==> src/sv/pga_ram.sv <==
`timescale 1ns / 1ps
// Generic single-write, single-read RAM with registered read data.
module pga_ram #(
  parameter int WIDTH = 128,
  parameter int DEPTH = 16
) (
  input  logic                                   clk,
  input  logic                                   we,
  input  logic [(DEPTH > 1 ? $clog2(DEPTH) : 1)-1:0] waddr,
  input  logic [WIDTH-1:0]                       wdata,
  input  logic                                   re,
  input  logic [(DEPTH > 1 ? $clog2(DEPTH) : 1)-1:0] raddr,
  output logic [WIDTH-1:0]                       rdata
);

  logic [WIDTH-1:0] mem [DEPTH];
  logic [WIDTH-1:0] rdata_r;

  always_ff @(posedge clk) begin
    if (we) begin
      mem[waddr] <= wdata;
    end
    if (re) begin
      rdata_r <= mem[raddr];
    end
  end

  assign rdata = rdata_r;

endmodule

==> config.mk <==
export PLATFORM = sky130hd
export DESIGN_NAME = pga_ram
export DESIGN_NICKNAME = d
export VERILOG_FILES = /design/src/sv/pga_ram.sv
export SDC_FILE = /design/constraint.sdc
export NUM_CORES = 1
export LEC_CHECK = 0
export BUFFER_PORTS_ARGS = -buffer_cell sky130_fd_sc_hd__buf_2
export CAP_MARGIN = 20
export CELL_PAD_IN_SITES_DETAIL_PLACEMENT = 1
export CELL_PAD_IN_SITES_GLOBAL_PLACEMENT = 2
export CORE_ASPECT_RATIO = 0.6
export CORE_UTILIZATION = 29
export CTS_CLUSTER_DIAMETER = 80
export DETAILED_ROUTE_END_ITERATION = 6
export GPL_ROUTABILITY_DRIVEN = 0
export PLACE_DENSITY_LB_ADDON = 0.3
export SETUP_SLACK_MARGIN = 0.02
export SYNTH_ARGS = -nofsm -noshare
export SYNTH_HDL_FRONTEND = slang
export SYNTH_SLANG_ARGS = --single-unit
==> constraint.sdc <==
create_clock -name clk -period 14 [get_ports clk]
set_input_delay 1.4 -clock clk [delete_from_list [all_inputs] [get_ports clk]]
set_output_delay 1.4 -clock clk [all_outputs]
set_load 0.005 [all_outputs]
Word level (Yosys, flattened, before mapping)
Memory sizes are Yosys's and may differ from the RTL's. A register that Yosys moved wholly into a read port is not among the register bits.
Cells that the tools add are included.
{ "totals": {"inputBits": 139, "memories": 1, "mem_bits_rw": 2048, "output_inout_bits": 128, "ff_bits": 0, "wordCells": 3} }
{ "memory_table": {"columns": ["name", "words", "word_bits", "rd", "rd_clocked_by_memory_dff", "wr", "line_no", "text"], "rows": [
  ["mem", 16, 128, 1, 1, 1, "16", "logic [WIDTH-1:0] mem [DEPTH];"]
]} }
{ "op_classes": {"muxes": 2} }
{ "op_table": {"columns": ["cell", "count"], "rows": [
  ["1-bit two-way mux", 2]
]} }

Depth between registers and ports, before layout
{ "logic_depth": {"ltp_word": 2, "ltp_mapped": 7, "depth_no_buf": 3} }

Worst setup path after synthesis
No wires, ideal clock.
{ "synth_path": {"kind": "input -> register", "start": "input waddr[2] (netlist bit)", "end": "memory mem[0][0] (enable)", "stages": 2, "path_buffers": 0, "arrival_time_ps": 10553, "setup_ps": 774, "setup_slack_ps": 2673, "required_ps": 13226, "cell_sequence": "or3b_2 > nor3_1"} }
{ "synth_rtl": {"columns": ["element", "line_no", "text"], "rows": [
  ["start, declared", "9", "input logic [(DEPTH > 1 ? $clog2(DEPTH) : 1)-1:0] waddr,"],
  ["end, declared", "16", null]
]} }
Straight into the memory's write port.

==> run_results.csv <==
group,metric,value,unit
status,outcome,"completed",
drt,detail_route.vias_per_cell,4.86,
synth,syn-num-nets,3496,
synth,synth-main-ff-cell,"sky130_fd_sc_hd__edfxtp_1",
cells_and_area,number_of_fillers_in_the_final_layout,26700,
timing,finalCritPeriodShare,30.3,%
synth,post_synth_instance_area,80700,um2
grt,global_route_total_overflow,0,
grt,gr-usage-all-layers,15.6,%
floorplan,design.portCount,267,
cts,cts.sink_count,2176,
synth,syn-mean-instance-area,24.0,um2
place,io_buffers,266,
drt,drt_wl_total,223000,um
min_path,timing.hold.worst.class,"reg -> reg",
cells_and_area,final_layout_size_suffix_gt1_share,30.6,%
cells_and_area,final_net_count,3898,
timing,max-slew-margin-rel,28.5,%
synth,yosys-top-cells-area,"sky130_fd_sc_hd__edfxtp_1 (81%), sky130_fd_sc_hd__mux4_2 (13%), sky130_fd_sc_hd__a22oi_1 (2.0%), sky130_fd_sc_hd__mux2_2 (0.89%), sky130_fd_sc_hd__buf_2 (0.53%)",
power_and_ir_drop,total_power,13600,uW
timing,rsz0062_at_grt,"no",
synth,async_s_r_ff_share_synth,0,%
drt,antenna_violating_nets_post_route,0,
cts,clock_network_latency_to_the_later_pin_of_the_worst_skew_pair,850,ps
timing,timing.final.setup_violations,0,
timing,timing_worst_slew_pin_value,1070,ps
synth,yosysTopAreaCellShare,80.9,%
synth,synth_largest_area_cell,"sky130_fd_sc_hd__edfxtp_1",
flow_run,max_cap_violations,0,
cts,numCtsBuffers,218,
synth,ys_ff_latch,2176,
cts,htree_num_levels,4,
synth,yosysWarningCount,0,
floorplan,row_count,149,
timing,slew_violations,0,
grt,grt_antenna_before_repair,68,
synth,post_synth_inst_count,3357,
power_and_ir_drop,power_density_over_the_cells,146,nW/um2
worst_setup_path,critical_path.endpoint_type,"flop",
cells_and_area,sequential_cell_area,65300,um2
drt,drt_drc_violations_left,0,
cts,cts_resized,0,
cts,tritoncts,"yes",
timing,layout_min_cycle_time,4250,ps
cells_and_area,multi_input_gate_area,14700,um2
floorplan,placeableCoreArea,276000,um2
synth,sequential_cell_area_fraction_in_the_yosys_report,80.9,%
cells_and_area,area_growth_syn_to_layout,15.8,%
cts,clock-root-buffer,"sky130_fd_sc_hd__clkbuf_16",
floorplan,die_w,683,um
timing,fmaxAchievable,0.235,GHz
drt,detailedRoute.firstPassIterationCount,7,
grt,first_global_vias,39300,
drt,via_count,37100,
cts,ctsLongestPathBuffers,4,
drt,wl_per_cell,29.1,um
power_and_ir_drop,static-leakage-power,0.0290,uW
floorplan,start_util,29.3,%
synth,synth_top_cells_by_count,"sky130_fd_sc_hd__edfxtp_1 (2176), sky130_fd_sc_hd__mux4_2 (477), sky130_fd_sc_hd__a22oi_1 (215)",
worst_setup_path,timing_worst_setup_path_type,"in -> reg",
synth,synth_cell_types,24,
synth,library_cell_with_the_highest_instance_count_after_synthesis,"sky130_fd_sc_hd__edfxtp_1",
drt,drt_first_iter_violations,3397,
place,detailed_place_hpwl,116000,um
cts,number_of_setup_buffers_added_after_cts,0,
power_and_ir_drop,vdd_ir_drop_max,0.0911,mV
timing,timing.clock.skew,51.9,ps
worst_setup_path,critical_path_peak_fanout,116,
worst_setup_path,critical_path_required,14610,ps
worst_setup_path,timing.critical_path.from_type,"input pin",
cts,cts.hold.buffers_added,0,
worst_setup_path,cp_data_arrival_time,4860,ps
cts,clkSlewWorstSetupHoldPaths,60,ps
grt,largest_net_degree_at_the_start_of_global_routing,136,
timing,hold_violations,0,
synth,synth_edf_count,2176,
grt,grt_first_pass_wirelength,313000,um
floorplan,die_height,411,um
timing,fin_tns_setup,0,ps
floorplan,dieArea,281000,um2
-- routing by layer --
layer	up-vias	global-route usage, %	wire, um
met4	38	3.25	4650
met2	965	24.1	100000
li1	15300	-	-
met1	20500	23.0	104000
met5	-	0	250
met3	357	3.13	13200
-- state kept, by name (all words and copies together), names as in the netlist --
signal / count
mem: 2048
rdata: 128
-- placed cells by master, fill, tap and decap left out, types with 2 or more instances in the layout --
cell	n
sky130_fd_sc_hd__o21ai_0	17
sky130_fd_sc_hd__clkinv_8	4
sky130_fd_sc_hd__nor2b_1	25
sky130_fd_sc_hd__nand2_1	95
sky130_fd_sc_hd__a22oi_1	215
sky130_fd_sc_hd__nand3b_1	2
sky130_fd_sc_hd__nor2b_2	2
sky130_fd_sc_hd__mux2i_1	24
sky130_fd_sc_hd__mux4_2	477
sky130_fd_sc_hd__a221oi_1	12
sky130_fd_sc_hd__clkinvlp_4	9
sky130_fd_sc_hd__nor2_4	13
sky130_fd_sc_hd__and2_1	2
sky130_fd_sc_hd__nor3_2	4
sky130_fd_sc_hd__mux2_2	64
sky130_fd_sc_hd__buf_12	12
sky130_fd_sc_hd__clkinv_4	3
sky130_fd_sc_hd__nor2b_4	2
sky130_fd_sc_hd__edfxtp_1	2176
sky130_fd_sc_hd__o22a_1	6
sky130_fd_sc_hd__clkbuf_16	221
sky130_fd_sc_hd__inv_6	3
sky130_fd_sc_hd__clkinv_1	61
sky130_fd_sc_hd__diode_2	16
sky130_fd_sc_hd__nand2b_1	16
sky130_fd_sc_hd__bufinv_16	11
sky130_fd_sc_hd__buf_2	261
sky130_fd_sc_hd__clkinv_2	25
sky130_fd_sc_hd__buf_4	81
sky130_fd_sc_hd__nor2_2	2
sky130_fd_sc_hd__o221ai_1	23
sky130_fd_sc_hd__buf_8	2
sky130_fd_sc_hd__clkbuf_1	47
-- critical path, stage by stage --
cell and delay [ps]:
sky130_fd_sc_hd__buf_8 540, sky130_fd_sc_hd__buf_12 680, sky130_fd_sc_hd__buf_4 800, sky130_fd_sc_hd__mux4_2 590
sky130_fd_sc_hd__mux2_2 270, sky130_fd_sc_hd__o22a_1 170
-- where the power goes --
part	leakage (uW)	switching, uW	total, uW	internal (uW)
Clock	0.00319	2480	5570	3080
Combinational	0.00609	401	648	248
Sequential	0.0198	56.0	7400	7340
-- cell families after synthesis --
kind of cell	count (synthesis)	share of synthesized area [%]
buffers and inverters	176	1.06
AO/OA/AOI/OAI	273	2.55
AND/OR/NAND/NOR	167	0.952
multiplexers	565	14.5
flip-flops	2176	80.9
-- stage by stage --
| stage | cells | worst slack [ps] | instance area (um2) | util (%) | hold WS, ps |
|---|---|---|---|---|---|
| after global placement | 7236 | 8900 | 86800 | 31.5 | 731 |
| after CTS | 7622 | 9770 | 93400 | 33.9 | 707 |
| after floorplan | 3357 | 2670 | 80700 | - | 710 |
| final | 7639 | 9750 | 93500 | 33.9 | 715 |
| after detailed placement | 7237 | 8840 | 86800 | 31.5 | 735 |
| after global routing | 7625 | 9490 | 93400 | 33.9 | 744 |
-- path summary, 6_finish.rpt --
| kind | slack (ps) | startpoint | endpoint | cells past startpoint |
|---|---|---|---|---|
| worst max-delay path | 9750 | raddr[0] | rdata[94]$_DFFE_PP_ | 6 |
| worst min-delay path | 720 | mem[7][48]$_DFFE_PP_ | rdata[48]$_DFFE_PP_ | 3 |
| worst max register to register | 12270 | mem[5][110]$_DFFE_PP_ | rdata[110]$_DFFE_PP_ | 3 |
| worst min register to register | 720 | mem[7][48]$_DFFE_PP_ | rdata[48]$_DFFE_PP_ | 3 |
-- final cells by class --
class,instances,share of cell area (%)
multi-input cells,1005,15.7
clock buffers,268,6.10
clock inverters,117,0.942
diodes,16,0.0428
well taps,3699,4.95
flip-flops and latches,2176,69.9
repair buffers,358,2.36
Power figures use the tool's default switching activity.
